File: src/rtl/core/periodic_image_cell_binner_macros.svh
// Assertion macros shared by the periodic image cell binner RTL.
`ifndef PERIODIC_IMAGE_CELL_BINNER_MACROS_SVH
`define PERIODIC_IMAGE_CELL_BINNER_MACROS_SVH
// Same-cycle implication, reset-gated.
`define PICB_ASSERT_IMPLY(lbl, clk, rstn, ante, cons) \
  lbl: assert property (@(posedge clk) disable iff (!(rstn)) (ante) |-> (cons)) \
    else $error("assertion failed");
// Next-cycle implication, reset-gated.
`define PICB_ASSERT_NEXT(lbl, clk, rstn, ante, cons) \
  lbl: assert property (@(posedge clk) disable iff (!(rstn)) (ante) |=> (cons)) \
    else $error("assertion failed");
`endif

File: src/rtl/core/picb_pkg.sv
// Shared types and constants for the periodic image cell binner.
package picb_pkg;
  localparam int unsigned SPAN_W    = 31;
  localparam int unsigned CELLS_W   = 6;
  localparam int unsigned BIN_W     = 7;
  localparam int unsigned TIDX_W    = 14;
  localparam int unsigned CELL_W    = 18;
  localparam int unsigned QUOT_W    = 6;
  localparam int unsigned DIV_W     = 37;
  localparam int unsigned CFG_IDX_W = 3;
  localparam int unsigned NUM_AXES  = 3;

  localparam logic [SPAN_W-1:0]  SPAN_RST  = 31'd65536;
  localparam logic [SPAN_W-1:0]  LAYER_RST = 31'd65536;
  localparam logic [CELLS_W-1:0] CELLS_RST = 6'd1;
  localparam logic [CELLS_W-1:0] FACES_RST = 6'd0;
  localparam logic [2:0]         LAST_STEP = 3'd5;

  typedef enum logic [CFG_IDX_W-1:0] {
    CFG_SPAN_X  = 3'd0,
    CFG_SPAN_Y  = 3'd1,
    CFG_SPAN_Z  = 3'd2,
    CFG_LAYER   = 3'd3,
    CFG_CELLS_X = 3'd4,
    CFG_CELLS_Y = 3'd5,
    CFG_CELLS_Z = 3'd6,
    CFG_FACES   = 3'd7
  } cfg_idx_e;

  typedef enum logic [1:0] {
    SH_NONE  = 2'd0,
    SH_PLUS  = 2'd1,
    SH_MINUS = 2'd2
  } shift_e;

  typedef enum logic [3:0] {
    ST_IDLE,
    ST_LAYER,
    ST_PREP,
    ST_MUL,
    ST_DIV,
    ST_FIN,
    ST_IDX1,
    ST_IDX2,
    ST_EMIT
  } state_e;

  typedef struct packed {
    logic       load;
    logic       layer;
    logic       prep;
    logic       mul;
    logic       step;
    logic       fin;
    logic       idx1;
    logic       idx2;
    logic       emit;
    logic       advance;
    logic [1:0] axis;
    logic [2:0] bit_sel;
  } cmd_t;

  typedef struct packed {
    logic out_free;
    logic last;
  } status_t;
endpackage

File: src/rtl/core/picb_ctrl.sv
// Sequencer for the periodic image cell binner.
`include "periodic_image_cell_binner_macros.svh"
module picb_ctrl (
  input  logic             clk_i,
  input  logic             rst_ni,
  input  logic             in_valid_i,
  output logic             in_ready_o,
  input  picb_pkg::status_t status_i,
  output picb_pkg::cmd_t    cmd_o
);
  import picb_pkg::*;

  state_e     state_q, state_d;
  logic [1:0] axis_q, axis_d;
  logic [2:0] step_q, step_d;

  always_ff @(posedge clk_i or negedge rst_ni) begin
    if (!rst_ni) begin
      state_q <= ST_IDLE;
      axis_q  <= 2'd0;
      step_q  <= 3'd0;
    end else begin
      state_q <= state_d;
      axis_q  <= axis_d;
      step_q  <= step_d;
    end
  end

  always_comb begin
    state_d       = state_q;
    axis_d        = axis_q;
    step_d        = step_q;
    cmd_o         = '0;
    cmd_o.axis    = axis_q;
    cmd_o.bit_sel = step_q;
    in_ready_o    = 1'b0;
    unique case (state_q)
      ST_IDLE: begin
        in_ready_o = 1'b1;
        if (in_valid_i) begin
          cmd_o.load = 1'b1;
          state_d    = ST_LAYER;
        end
      end
      ST_LAYER: begin
        cmd_o.layer = 1'b1;
        state_d     = ST_PREP;
      end
      ST_PREP: begin
        cmd_o.prep = 1'b1;
        axis_d     = 2'd0;
        state_d    = ST_MUL;
      end
      ST_MUL: begin
        cmd_o.mul = 1'b1;
        step_d    = LAST_STEP;
        state_d   = ST_DIV;
      end
      ST_DIV: begin
        cmd_o.step = 1'b1;
        if (step_q == 3'd0) begin
          state_d = ST_FIN;
        end else begin
          step_d = step_q - 3'd1;
        end
      end
      ST_FIN: begin
        cmd_o.fin = 1'b1;
        if (axis_q == 2'd2) begin
          state_d = ST_IDX1;
        end else begin
          axis_d  = axis_q + 2'd1;
          state_d = ST_MUL;
        end
      end
      ST_IDX1: begin
        cmd_o.idx1 = 1'b1;
        state_d    = ST_IDX2;
      end
      ST_IDX2: begin
        cmd_o.idx2 = 1'b1;
        state_d    = ST_EMIT;
      end
      ST_EMIT: begin
        if (status_i.out_free) begin
          cmd_o.emit = 1'b1;
          if (status_i.last) begin
            state_d = ST_IDLE;
          end else begin
            cmd_o.advance = 1'b1;
            state_d       = ST_PREP;
          end
        end
      end
      default: state_d = ST_IDLE;
    endcase
  end

  `PICB_ASSERT_IMPLY(a_step_range, clk_i, rst_ni, state_q == ST_DIV, step_q <= LAST_STEP)
  `PICB_ASSERT_IMPLY(a_axis_range, clk_i, rst_ni, cmd_o.mul || cmd_o.fin, axis_q != 2'd3)
  `PICB_ASSERT_IMPLY(a_emit_free, clk_i, rst_ni, cmd_o.emit, status_i.out_free)
  `PICB_ASSERT_NEXT(a_busy_after_load, clk_i, rst_ni, in_valid_i && in_ready_o, !in_ready_o)
endmodule

File: src/rtl/core/picb_datapath.sv
// Config registers, image shifter, shared restoring divider and output register.
module picb_datapath #(
  parameter int unsigned MAX_CELLS_PER_AXIS = 62,
  parameter int unsigned POS_WIDTH          = 32
) (
  input  logic                                clk_i,
  input  logic                                rst_ni,
  input  logic                                cfg_we_i,
  input  logic [picb_pkg::CFG_IDX_W-1:0]      cfg_index_i,
  input  logic [picb_pkg::SPAN_W-1:0]         cfg_wdata_i,
  input  logic signed [POS_WIDTH-1:0]         pos_x_i,
  input  logic signed [POS_WIDTH-1:0]         pos_y_i,
  input  logic signed [POS_WIDTH-1:0]         pos_z_i,
  input  picb_pkg::cmd_t                      cmd_i,
  output picb_pkg::status_t                   status_o,
  output logic                                out_valid_o,
  input  logic                                out_ready_i,
  output logic signed [POS_WIDTH-1:0]         out_x_o,
  output logic signed [POS_WIDTH-1:0]         out_y_o,
  output logic signed [POS_WIDTH-1:0]         out_z_o,
  output logic [picb_pkg::CELL_W-1:0]         cell_index_o,
  output logic                                is_image_o,
  output logic                                last_o
);
  import picb_pkg::*;

  localparam int unsigned XW = ((POS_WIDTH > 32) ? POS_WIDTH : 32) + 2;
  localparam logic signed [XW-1:0] PMAX =
    {{(XW-POS_WIDTH+1){1'b0}}, {(POS_WIDTH-1){1'b1}}};
  localparam logic signed [XW-1:0] PMIN = ~PMAX;

  // config registers
  logic [SPAN_W-1:0]  span_q [NUM_AXES];
  logic [SPAN_W-1:0]  layer_q;
  logic [CELLS_W-1:0] cells_q [NUM_AXES];
  logic [CELLS_W-1:0] faces_q;

  always_ff @(posedge clk_i or negedge rst_ni) begin
    if (!rst_ni) begin
      for (int a = 0; a < NUM_AXES; a++) begin
        span_q[a]  <= SPAN_RST;
        cells_q[a] <= CELLS_RST;
      end
      layer_q <= LAYER_RST;
      faces_q <= FACES_RST;
    end else if (cfg_we_i) begin
      unique case (cfg_idx_e'(cfg_index_i))
        CFG_SPAN_X:  span_q[0]  <= cfg_wdata_i;
        CFG_SPAN_Y:  span_q[1]  <= cfg_wdata_i;
        CFG_SPAN_Z:  span_q[2]  <= cfg_wdata_i;
        CFG_LAYER:   layer_q    <= cfg_wdata_i;
        CFG_CELLS_X: cells_q[0] <= cfg_wdata_i[CELLS_W-1:0];
        CFG_CELLS_Y: cells_q[1] <= cfg_wdata_i[CELLS_W-1:0];
        CFG_CELLS_Z: cells_q[2] <= cfg_wdata_i[CELLS_W-1:0];
        CFG_FACES:   faces_q    <= cfg_wdata_i[CELLS_W-1:0];
        default: ;
      endcase
    end
  end

  // effective span and cell count
  logic [SPAN_W-1:0]    span_e  [NUM_AXES];
  logic [CELLS_W-1:0]   cells_e [NUM_AXES];
  logic signed [XW-1:0] span_s  [NUM_AXES];
  logic signed [XW-1:0] layer_s;

  always_comb begin
    layer_s = $signed({{(XW-SPAN_W){1'b0}}, layer_q});
    for (int a = 0; a < NUM_AXES; a++) begin
      span_e[a] = (span_q[a] == '0) ? SPAN_W'(1) : span_q[a];
      span_s[a] = $signed({{(XW-SPAN_W){1'b0}}, span_e[a]});
      if (cells_q[a] == '0) begin
        cells_e[a] = CELLS_W'(1);
      end else if (32'(cells_q[a]) > MAX_CELLS_PER_AXIS) begin
        cells_e[a] = CELLS_W'(MAX_CELLS_PER_AXIS);
      end else begin
        cells_e[a] = cells_q[a];
      end
    end
  end

  // particle and image state
  logic signed [XW-1:0] p_q [NUM_AXES];
  logic signed [XW-1:0] q_q [NUM_AXES];
  logic [NUM_AXES-1:0]  hit_min_q, hit_max_q;
  logic                 inside_q;
  logic                 in_dom;
  shift_e               code_q [NUM_AXES];
  shift_e               code_n [NUM_AXES];
  logic                 has_next;

  // particle within [0, span] on every axis
  always_comb begin
    in_dom = 1'b1;
    for (int a = 0; a < NUM_AXES; a++) begin
      if (p_q[a] < 0 || p_q[a] > span_s[a]) in_dom = 1'b0;
    end
  end

  always_comb begin
    logic carry;
    carry = 1'b1;
    for (int a = NUM_AXES - 1; a >= 0; a--) begin
      code_n[a] = code_q[a];
      if (carry) begin
        carry = 1'b0;
        unique case (code_q[a])
          SH_NONE: begin
            if (hit_min_q[a])      code_n[a] = SH_PLUS;
            else if (hit_max_q[a]) code_n[a] = SH_MINUS;
            else begin
              code_n[a] = SH_NONE;
              carry     = 1'b1;
            end
          end
          SH_PLUS: begin
            if (hit_max_q[a]) code_n[a] = SH_MINUS;
            else begin
              code_n[a] = SH_NONE;
              carry     = 1'b1;
            end
          end
          default: begin
            code_n[a] = SH_NONE;
            carry     = 1'b1;
          end
        endcase
      end
    end
    has_next = !carry;
  end

  always_ff @(posedge clk_i) begin
    if (cmd_i.load) begin
      p_q[0] <= {{(XW-POS_WIDTH){pos_x_i[POS_WIDTH-1]}}, pos_x_i};
      p_q[1] <= {{(XW-POS_WIDTH){pos_y_i[POS_WIDTH-1]}}, pos_y_i};
      p_q[2] <= {{(XW-POS_WIDTH){pos_z_i[POS_WIDTH-1]}}, pos_z_i};
    end
    if (cmd_i.layer) begin
      inside_q <= in_dom;
      for (int a = 0; a < NUM_AXES; a++) begin
        hit_min_q[a] <= faces_q[2*a] && (p_q[a] < layer_s);
        hit_max_q[a] <= faces_q[2*a+1] && (p_q[a] >= span_s[a] - layer_s);
        code_q[a]    <= SH_NONE;
      end
    end else if (cmd_i.advance) begin
      for (int a = 0; a < NUM_AXES; a++) code_q[a] <= code_n[a];
    end
    if (cmd_i.prep) begin
      for (int a = 0; a < NUM_AXES; a++) begin
        unique case (code_q[a])
          SH_PLUS:  q_q[a] <= p_q[a] + span_s[a];
          SH_MINUS: q_q[a] <= p_q[a] - span_s[a];
          default:  q_q[a] <= p_q[a];
        endcase
      end
    end
  end

  // shared restoring divider, six quotient bits (quotient never exceeds cells)
  logic [DIV_W-1:0]     rem_q;
  logic [QUOT_W-1:0]    quot_q;
  logic                 direct_q;
  logic [BIN_W-1:0]     dval_q;
  logic [BIN_W-1:0]     bin_q [NUM_AXES];
  logic signed [XW-1:0] qa;
  logic [SPAN_W-1:0]    sa;
  logic [CELLS_W-1:0]   ca;
  logic [DIV_W-1:0]     trial;
  logic [BIN_W-1:0]     q_plus;

  always_comb begin
    qa     = q_q[cmd_i.axis];
    sa     = span_e[cmd_i.axis];
    ca     = cells_e[cmd_i.axis];
    trial  = DIV_W'(sa) << cmd_i.bit_sel;
    q_plus = BIN_W'(quot_q) + BIN_W'(1);
  end

  always_ff @(posedge clk_i) begin
    if (cmd_i.mul) begin
      quot_q <= '0;
      rem_q  <= DIV_W'(qa[SPAN_W-1:0]) * DIV_W'(ca);
      if (qa < 0) begin
        direct_q <= 1'b1;
        dval_q   <= '0;
      end else if (qa > $signed({{(XW-SPAN_W){1'b0}}, sa})) begin
        direct_q <= 1'b1;
        dval_q   <= BIN_W'(ca) + BIN_W'(1);
      end else begin
        direct_q <= 1'b0;
        dval_q   <= '0;
      end
    end
    if (cmd_i.step && rem_q >= trial) begin
      rem_q                  <= rem_q - trial;
      quot_q[cmd_i.bit_sel]  <= 1'b1;
    end
    if (cmd_i.fin) begin
      if (direct_q)                    bin_q[cmd_i.axis] <= dval_q;
      else if (q_plus > BIN_W'(ca))    bin_q[cmd_i.axis] <= BIN_W'(ca);
      else                             bin_q[cmd_i.axis] <= q_plus;
    end
  end

  // linear cell index in two multiply stages
  logic [TIDX_W-1:0] t_q;
  logic [CELL_W-1:0] cell_q;
  logic [2*TIDX_W-1:0] prod2;

  assign prod2 = (2*TIDX_W)'(BIN_W'(cells_e[0]) + BIN_W'(2)) * (2*TIDX_W)'(t_q)
               + (2*TIDX_W)'(bin_q[0]);

  always_ff @(posedge clk_i) begin
    if (cmd_i.idx1) begin
      t_q <= TIDX_W'(bin_q[1]) +
             TIDX_W'(BIN_W'(cells_e[1]) + BIN_W'(2)) * TIDX_W'(bin_q[2]);
    end
    if (cmd_i.idx2) cell_q <= prod2[CELL_W-1:0];
  end

  // saturate image coordinates
  function automatic logic [POS_WIDTH-1:0] sat(input logic signed [XW-1:0] v);
    logic signed [XW-1:0] r;
    if (v > PMAX)      r = PMAX;
    else if (v < PMIN) r = PMIN;
    else               r = v;
    return r[POS_WIDTH-1:0];
  endfunction

  // output register
  logic out_valid_q;
  logic is_first;
  logic last_now;

  assign is_first = (code_q[0] == SH_NONE) && (code_q[1] == SH_NONE) &&
                    (code_q[2] == SH_NONE);
  assign last_now = !inside_q || !has_next;

  always_ff @(posedge clk_i or negedge rst_ni) begin
    if (!rst_ni) begin
      out_valid_q <= 1'b0;
    end else if (cmd_i.emit) begin
      out_valid_q <= 1'b1;
    end else if (out_ready_i) begin
      out_valid_q <= 1'b0;
    end
  end

  always_ff @(posedge clk_i) begin
    if (cmd_i.emit) begin
      out_x_o      <= sat(q_q[0]);
      out_y_o      <= sat(q_q[1]);
      out_z_o      <= sat(q_q[2]);
      cell_index_o <= cell_q;
      is_image_o   <= !is_first;
      last_o       <= last_now;
    end
  end

  assign out_valid_o       = out_valid_q;
  assign status_o.out_free = !out_valid_q || out_ready_i;
  assign status_o.last     = last_now;
endmodule

File: src/rtl/core/periodic_image_cell_binner.sv
// Top level of the periodic image cell binner: sequencer plus datapath.
// Each result runs one shift step, then for each of three axes one multiply,
//   six restoring-divider steps and one finish, then two index steps and one emit.
// An item yields 1 to 27 results.
// One item is in work at a time; the next is taken once the last result is in
//   the output register. Reset (rst_ni low, async) returns config to defaults.
module periodic_image_cell_binner #(
  parameter int unsigned MAX_CELLS_PER_AXIS = 62,
  parameter int unsigned POS_WIDTH          = 32
) (
  input  logic                           clk_i,
  input  logic                           rst_ni,
  input  logic                           cfg_we_i,
  input  logic [picb_pkg::CFG_IDX_W-1:0] cfg_index_i,
  input  logic [picb_pkg::SPAN_W-1:0]    cfg_wdata_i,
  input  logic                           in_valid_i,
  output logic                           in_ready_o,
  input  logic signed [POS_WIDTH-1:0]    pos_x_i,
  input  logic signed [POS_WIDTH-1:0]    pos_y_i,
  input  logic signed [POS_WIDTH-1:0]    pos_z_i,
  output logic                           out_valid_o,
  input  logic                           out_ready_i,
  output logic signed [POS_WIDTH-1:0]    out_x_o,
  output logic signed [POS_WIDTH-1:0]    out_y_o,
  output logic signed [POS_WIDTH-1:0]    out_z_o,
  output logic [picb_pkg::CELL_W-1:0]    cell_index_o,
  output logic                           is_image_o,
  output logic                           last_o
);
  import picb_pkg::*;

  // command and status between sequencer and datapath
  cmd_t    cmd;
  status_t status;

  picb_ctrl u_ctrl (
    .clk_i      (clk_i),
    .rst_ni     (rst_ni),
    .in_valid_i (in_valid_i),
    .in_ready_o (in_ready_o),
    .status_i   (status),
    .cmd_o      (cmd)
  );

  // datapath holds config, divider and the output register for each transfer
  picb_datapath #(
    .MAX_CELLS_PER_AXIS (MAX_CELLS_PER_AXIS),
    .POS_WIDTH          (POS_WIDTH)
  ) u_dp (
    .clk_i        (clk_i),
    .rst_ni       (rst_ni),
    .cfg_we_i     (cfg_we_i),
    .cfg_index_i  (cfg_index_i),
    .cfg_wdata_i  (cfg_wdata_i),
    .pos_x_i      (pos_x_i),
    .pos_y_i      (pos_y_i),
    .pos_z_i      (pos_z_i),
    .cmd_i        (cmd),
    .status_o     (status),
    .out_valid_o  (out_valid_o),
    .out_ready_i  (out_ready_i),
    .out_x_o      (out_x_o),
    .out_y_o      (out_y_o),
    .out_z_o      (out_z_o),
    .cell_index_o (cell_index_o),
    .is_image_o   (is_image_o),
    .last_o       (last_o)
  );
endmodule
File: config.mk
export PLATFORM = sky130hd
export DESIGN_NAME = periodic_image_cell_binner
export DESIGN_NICKNAME = d
export VERILOG_FILES = /design/src/rtl/core/picb_pkg.sv /design/src/rtl/core/picb_ctrl.sv /design/src/rtl/core/picb_datapath.sv /design/src/rtl/core/periodic_image_cell_binner.sv
export VERILOG_INCLUDE_DIRS = /design/src /design/src/rtl/core
export SDC_FILE = /design/constraint.sdc
export NUM_CORES = 2
export LEC_CHECK = 0
export BUFFER_PORTS_ARGS = -buffer_cell sky130_fd_sc_hd__buf_2
export CORE_MARGIN = 2
export CORE_UTILIZATION = 37
export DETAILED_ROUTE_END_ITERATION = 8
export SYNTH_ARGS = -nofsm -noshare
export SYNTH_HDL_FRONTEND = slang
export SYNTH_HIERARCHICAL = 1
export SYNTH_SLANG_ARGS = --single-unit
File: constraint.sdc
create_clock -name clk_i -period 10.6 [get_ports clk_i]
set_input_delay 1.06 -clock clk_i [delete_from_list [all_inputs] [get_ports clk_i]]
set_output_delay 1.06 -clock clk_i [all_outputs]
set_load 0.005 [all_outputs]
Yosys cells after proc, flatten, opt, wreduce, memory -nomap -nowiden
Memory sizes are Yosys's and may differ from the RTL's.
Index checks and enable logic that the tools add are counted.
{"block": "classes", "addsub": 18, "n_mul": 3, "div": 0, "n_lt_le_gt_ge": 28, "eq_ne": 27, "shifts": 1, "muxes": 129, "bitwise": 14, "reduce_logical": 50}
{"operator": "$mux W34", "n": 6}
{"operator": "$mux W31", "n": 5}
{"operator": "$gt A34 B32 Y1", "n": 4}
{"operator": "$lt A34 B1 Y1 const B", "n": 4}
{"operator": "$add A34 B32 Y34", "n": 3}
{"operator": "$ge A34 B34 Y1", "n": 3}
{"operator": "$gt A34 B32 Y1 const B", "n": 3}
{"operator": "$lt A34 B32 Y1", "n": 3}
{"operator": "$lt A34 B32 Y1 const B", "n": 3}
{"operator": "$sub A34 B32 Y34", "n": 3}
{"operator": "$mux W32", "n": 3}
{"operator": "$sub A31 B31 Y32", "n": 3}
{"operator": "$logic_not A31 Y1", "n": 3}
{"operator": "$mux W37", "n": 2}
{"operator": "$mux W1", "n": 69}
{"operator": "$bmux W31 S2", "n": 1}
{"operator": "$mux W6", "n": 10}
{"operator": "$ge A37 B37 Y1", "n": 1}
{"operator": "$mul A31 B6 Y37", "n": 1}
{"operator": "$shl A31 B3 Y37", "n": 1}
{"operator": "$sub A37 B37 Y37", "n": 1}
{"operator": "$pmux W4 S9", "n": 1}
{"operator": "$mux W2", "n": 15}
{"operator": "$mul A28 B14 Y18", "n": 1}
{"operator": "46 further kinds", "n": 121}
{"block": "totals", "ff_bits": 364, "latch_bits": 0, "mem_bits_rw": 231, "rom_bits": 0, "in_bits": 135, "output_inout_bits": 118, "elab_cells": 301, "memories": 4}
{"memory": "u_dp.p_q", "depth": 3, "word_bits": 34, "rd": 3, "rd_ports_with_merged_regs": 0, "write_ports": 3, "line_no": "picb_datapath.sv:83", "rtl": "logic signed [XW-1:0] p_q [NUM_AXES];"}
{"memory": "u_dp.q_q", "depth": 3, "word_bits": 34, "rd": 4, "rd_ports_with_merged_regs": 0, "write_ports": 3, "line_no": "picb_datapath.sv:84", "rtl": "logic signed [XW-1:0] q_q [NUM_AXES];"}
{"memory": "u_dp.bin_q", "depth": 3, "word_bits": 7, "rd": 3, "rd_ports_with_merged_regs": 0, "write_ports": 1, "line_no": "picb_datapath.sv:165", "rtl": "logic [BIN_W-1:0] bin_q [NUM_AXES];"}
{"memory": "u_dp.code_q", "depth": 3, "word_bits": 2, "rd": 3, "rd_ports_with_merged_regs": 0, "write_ports": 3, "line_no": "picb_datapath.sv:88", "rtl": "shift_e code_q [NUM_AXES];"}

Depth between registers and ports, before layout
{"block": "logic_depth", "depth_word": 13, "ltp_mapped": 26, "mapped_depth_nobuf": 26}

Modules after synthesis
The synthesis kept the hierarchy.
{"module": "picb_datapath", "n_inst": 1, "cells_each": 6371, "area_each_um2": 56497.9, "seq_area_each_um2": 16619.7}
{"module": "picb_ctrl", "n_inst": 1, "cells_each": 67, "area_each_um2": 666.9, "seq_area_each_um2": 225.2}

Least setup slack after synthesis
OpenSTA, ideal clock, no wires.
{"block": "synth_timing", "path_kind": "register to register", "from": "register u_ctrl.axis_q[0]", "to": "register u_dp.rem_q[35] (data pin)", "setup_ns": 0.255, "arrival_ns": 6.280, "setup_slack_ns": 4.065, "path_stages_with_launch": 24, "synth_period_minus_slack_ns": 6.535, "path_cell_list": "dfrtp_1 > clkbuf_1 > buf_2 > clkbuf_1 > buf_1 > mux2i_1 > nor2_1 > a21oi_1 > nor2_1 > fa_1 > fa_1 > inv_1 > fa_1 > inv_1 > ha_1 > or4_1 > o211ai_1 > a21oi_1 > a21oi_1 > o22ai_1 > o41ai_2 > a21oi_1 > or3_1 > and3_1"}
{"block": "synth_via", "elab_chain_cells": 8, "word_cells_on_any_way": 15}
{"item": "start: declaration", "line_no": "picb_ctrl.sv:14", "rtl": "logic [1:0] axis_q, axis_d;"}
{"item": "start signal: assignment", "line_no": "picb_ctrl.sv:24", "rtl": "axis_q <= axis_d;"}
{"item": "branches (longest 7 deep; another with $mul A31 B6 Y37)"}
{"item": "$mux W37 (*)", "line_no": "picb_datapath.sv:195", "rtl": "if (cmd_i.step && rem_q >= trial) begin"}
{"item": "end signal: assignment", "line_no": "picb_datapath.sv:183", "rtl": "rem_q <= DIV_W'(qa[SPAN_W-1:0]) * DIV_W'(ca);"}
{"item": "end signal: assignment", "line_no": "picb_datapath.sv:196", "rtl": "rem_q <= rem_q - trial;"}
{"item": "end: declaration", "line_no": "picb_datapath.sv:161", "rtl": "logic [DIV_W-1:0] rem_q;"}
Every way passes the cells marked *. The select of a mux whose other input is x is not followed.
A chain may end at the register's enable or synchronous reset.

Worst setup path in the final report
{"block": "layout_timing", "from": "register u_dp/cells_q[14] in the netlist's numbering", "to": "register u_dp.rem_q[35] (data pin)"}
{"block": "layout_via", "elab_chain_cells": 9, "word_cells_on_any_way": 10}
{"item": "start: declaration", "line_no": "picb_datapath.sv:35", "rtl": "logic [CELLS_W-1:0] cells_q [NUM_AXES];"}
{"item": "$gt A6 B6 Y1", "line_no": "picb_datapath.sv:74", "rtl": "end else if (32'(cells_q[a]) > MAX_CELLS_PER_AXIS) begin"}
{"item": "$mux W6", "line_no": "picb_datapath.sv:74"}
{"item": "$mux W6 (*)", "line_no": "picb_datapath.sv:72", "rtl": "if (cells_q[a] == '0) begin"}
{"item": "$bmux W6 S2 (*)", "line_no": "picb_datapath.sv:175", "rtl": "ca = cells_e[cmd_i.axis];"}
{"item": "$mux W6 (implied by the code) (*) (2 in series)", "line_no": "picb_datapath.sv:175"}
{"item": "$mul A31 B6 Y37 (*)", "line_no": "picb_datapath.sv:183"}
{"item": "$mux W37 (*)", "line_no": "picb_datapath.sv:181", "rtl": "if (cmd_i.mul) begin"}
{"item": "$mux W37 (*)", "line_no": "picb_datapath.sv:195"}
Mark *: on every way between the ends. The rest lies on a longest branch, timed or not. The select of a mux whose other input is x is not followed.

==> out/metrics.cfg <==
[run_status]
outcome=finished clean

[clock_tree]
cts_tree=yes
h-tree-depth=3
clk_path_buf_depth=3
post_cts_buffers=0
clkTransAtPathRegs_ns=0.06
ctsResizeCount=0
insertion_delay_ns=0.74
cts_hold_buf=0
clock-sinks=589
cts-root-buf=clkbuf_16
numCtsBuffers=75

[synthesis]
synth_edf_count=425
ys.warnings.count=6
synth-seq-area-share_pct=29.5
ys_ff_latch=589
synth_flop_cell=edfxtp_1
netlist_instances=6438
synthTopCellsByArea=edfxtp_1, ha_1, fa_1
synth.most_common_cell=nor2_1
syn-num-nets=7466
netlist.area_leader.share_pct=22.3
ys_types=130
synthTopCellsByCount=nor2_1, ha_1, inv_1
synth.largest_area_cell=edfxtp_1
syn_area_per_cell_um2=8.88
async_flop_share_pct=26.8
synth_area_um2=57200

[sta]
setup_viol=0
clock_skew_ns=0.0648
drv_slew=0
hold_viol=0
setup-tns-final_ns=0
slew-limit-headroom_pct=13.0
max_slew.worst_pin.slew_ns=1.30
max_freq_mhz=138
rsz0062_at_grt=no
period_share_pct=68.4
period_needed_ns=7.25

[worst_setup_path]
end_kind=register
crit_arrival_ns=7.71
critPathRequiredTime_ns=11.06
cp-start-kind=register
path_max_fanout=32
crit_type=register to register

[floorplanning]
chipWidth_um=397
core-area_um2=154000
initial_core_util_pct=37.2
rows=144
io_pins=253
die_h_um=397
dieArea_um2=158000

[place]
gp_congestion=1.09
place_area_um2=60100
dp_hpwl_mm=169
numPortBuffers=252

[global_route]
antenna_found_initial=16
met2_usage_pct=39.7
grt.met3_usage_pct=4.88
gr-usage-met1_pct=35.3
busiest_layer=met2
overflow=0
grt_util_all_layers_pct=26.0
grt_pass1_wl_mm=306
grt_max_degree=68
first_global_vias=46700

[final_layout]
layout-drive-gt1-share_pct=9.72
fin_nets=7511
finalInstanceArea_um2=62700
area_growth_syn_to_layout_pct=9.75

[detailed_routing]
dr_total_vias=49100
wl_per_cell_um=24.4
postRouteAntennaNets=0
drcViolationCount=0
dr.pass1.iters=6
wl_mm=210
vias_per_cell=5.71
first_iter_violations=4777

[min_path]
min-delay-path-class=input port to asynchronous set/reset pin

[run]
max_cap_violations=0

-- state kept, by name (all words and copies together), names as in the netlist, 14 cells and up --
signal,count
u_dp/bin_q,21
u_dp/cell_index_o,18
u_dp/cell_q,18
u_dp/cells_q,18
u_dp/layer_q,31
u_dp/out_x_o,32
u_dp/out_y_o,32
u_dp/out_z_o,32
u_dp/p_q,96
u_dp/q_q,102
u_dp/rem_q,37
u_dp/span_q,93
u_dp/t_q,14
-- layer usage --
metal  vias up  routed length (µm)
met5         -                  55
met3       406               16900
met1     23900               90800
li1      22800                   -
met4         8               11000
met2      1998               91100
-- cell families (layout without fill, tap and decap cells) --
| group | count (synthesis) | count (layout) | synth area share [%] |
|---|---|---|---|
| AO/OA/AOI/OAI | 1587 | 1587 | 17.7 |
| XOR/XNOR | 232 | 232 | 3.55 |
| adder cells (fa/ha/maj) | 893 | 893 | 22.5 |
| buffers and inverters | 946 | 1054 | 6.35 |
| flip-flops | 589 | 589 | 29.5 |
| multiplexers | 212 | 212 | 4.26 |
| other | 0 | 3 | 0 |
| AND/OR/NAND/NOR | 1979 | 1979 | 16.2 |
-- stage by stage --
stage          setup slack [ns]  cells  hold slack [ns]  util (%)
4_1_cts                    3.43   8590            0.259      40.8
3_5_place_dp               3.46   8450            0.412      39.1
2_1_floorplan              4.06   6438            0.400         -
6_report                   3.35   8593            0.279      40.8
3_3_place_gp               3.52   8450            0.408      39.1
5_1_grt                    2.88   8591            0.301      40.8
-- cell usage in the layout, fill, tap and decap left out, drive strengths merged, types with 21 or more instances in the layout --
cell type,netlist,routed
or3,27,27
nor2,789,789
nor4,59,59
o211ai,43,43
o21ai,400,400
dfrtp,151,151
edfxtp,425,425
o31ai,35,35
and2,86,86
a21oi,506,506
a21boi,24,24
clkbuf,277,95
nand2b,78,78
mux2,86,86
ha,671,671
nand4,69,69
a31oi,42,42
a221oi,21,21
nand3,111,111
buf,57,302
o21bai,54,54
nor3,111,111
a211oi,44,44
clkinv,1,28
inv,611,616
o22ai,31,31
o21a,39,39
a21o,166,166
xor2,84,84
xnor2,148,148
and3,38,38
or2,22,22
mux2i,110,110
fa,222,222
nand2,443,443
nor2b,81,81
-- final timing paths --
check | from | depth (start not counted) | slack, ns | to
worst max-delay path | u_dp/cells_q[14]$_DFFE_PN0P_ | 24 | 3.35 | u_dp/rem_q[35]$_DFFE_PP_
max in group asynchronous | rst_ni | 2 | 8.89 | u_dp/span_q[55]$_DFFE_PN0P_
worst min-delay path | rst_ni | 1 | 0.28 | u_dp/span_q[74]$_DFFE_PN0P_
worst min register to register | u_dp/cell_q[6]$_DFFE_PP_ | 0 | 0.42 | u_dp/cell_index_o[6]$_DFFE_PP_
min in group clk_i | u_dp/cell_q[6]$_DFFE_PP_ | 0 | 0.42 | u_dp/cell_index_o[6]$_DFFE_PP_
worst max register to register | u_dp/cells_q[14]$_DFFE_PN0P_ | 24 | 3.35 | u_dp/rem_q[35]$_DFFE_PP_
-- cell type report --
type                            instances  area, µm²
Fill cell                           15300      90900
Multi-Input combinational cell       4903      36800
Sequential cell                       589      16900
Tap cell                             2044       2560
Inverter                              612       2300
Clock buffer                           95       1990
Timing Repair Buffer                  302       1640
Clock inverter                         45        598
Antenna cell                            3       7.51
-- critical path, stage by stage, from the launching register on --
cell and delay [ns]:
dfrtp_1 0.45, nor4_1 0.35, nor2_1 0.07, a21oi_1 0.99, mux2i_1 0.16, nor2_1 0.23, a21oi_2 0.05, buf_4 0.27
nor2_1 0.18, fa_1 0.44, inv_1 0.08, fa_1 0.43, fa_1 0.54, inv_1 0.05, ha_1 0.35, nor2b_1 0.17
o31a_1 0.28, o211ai_1 0.27, a21oi_1 0.18, a21oi_1 0.28, o22ai_1 0.16, o41ai_2 0.35, a21oi_1 0.14, or3_1 0.32
and3_1 0.16
Power is left out: the tool's default activity adds up to more than one toggle a clock period on the data nets, which glitch-free logic cannot reach.
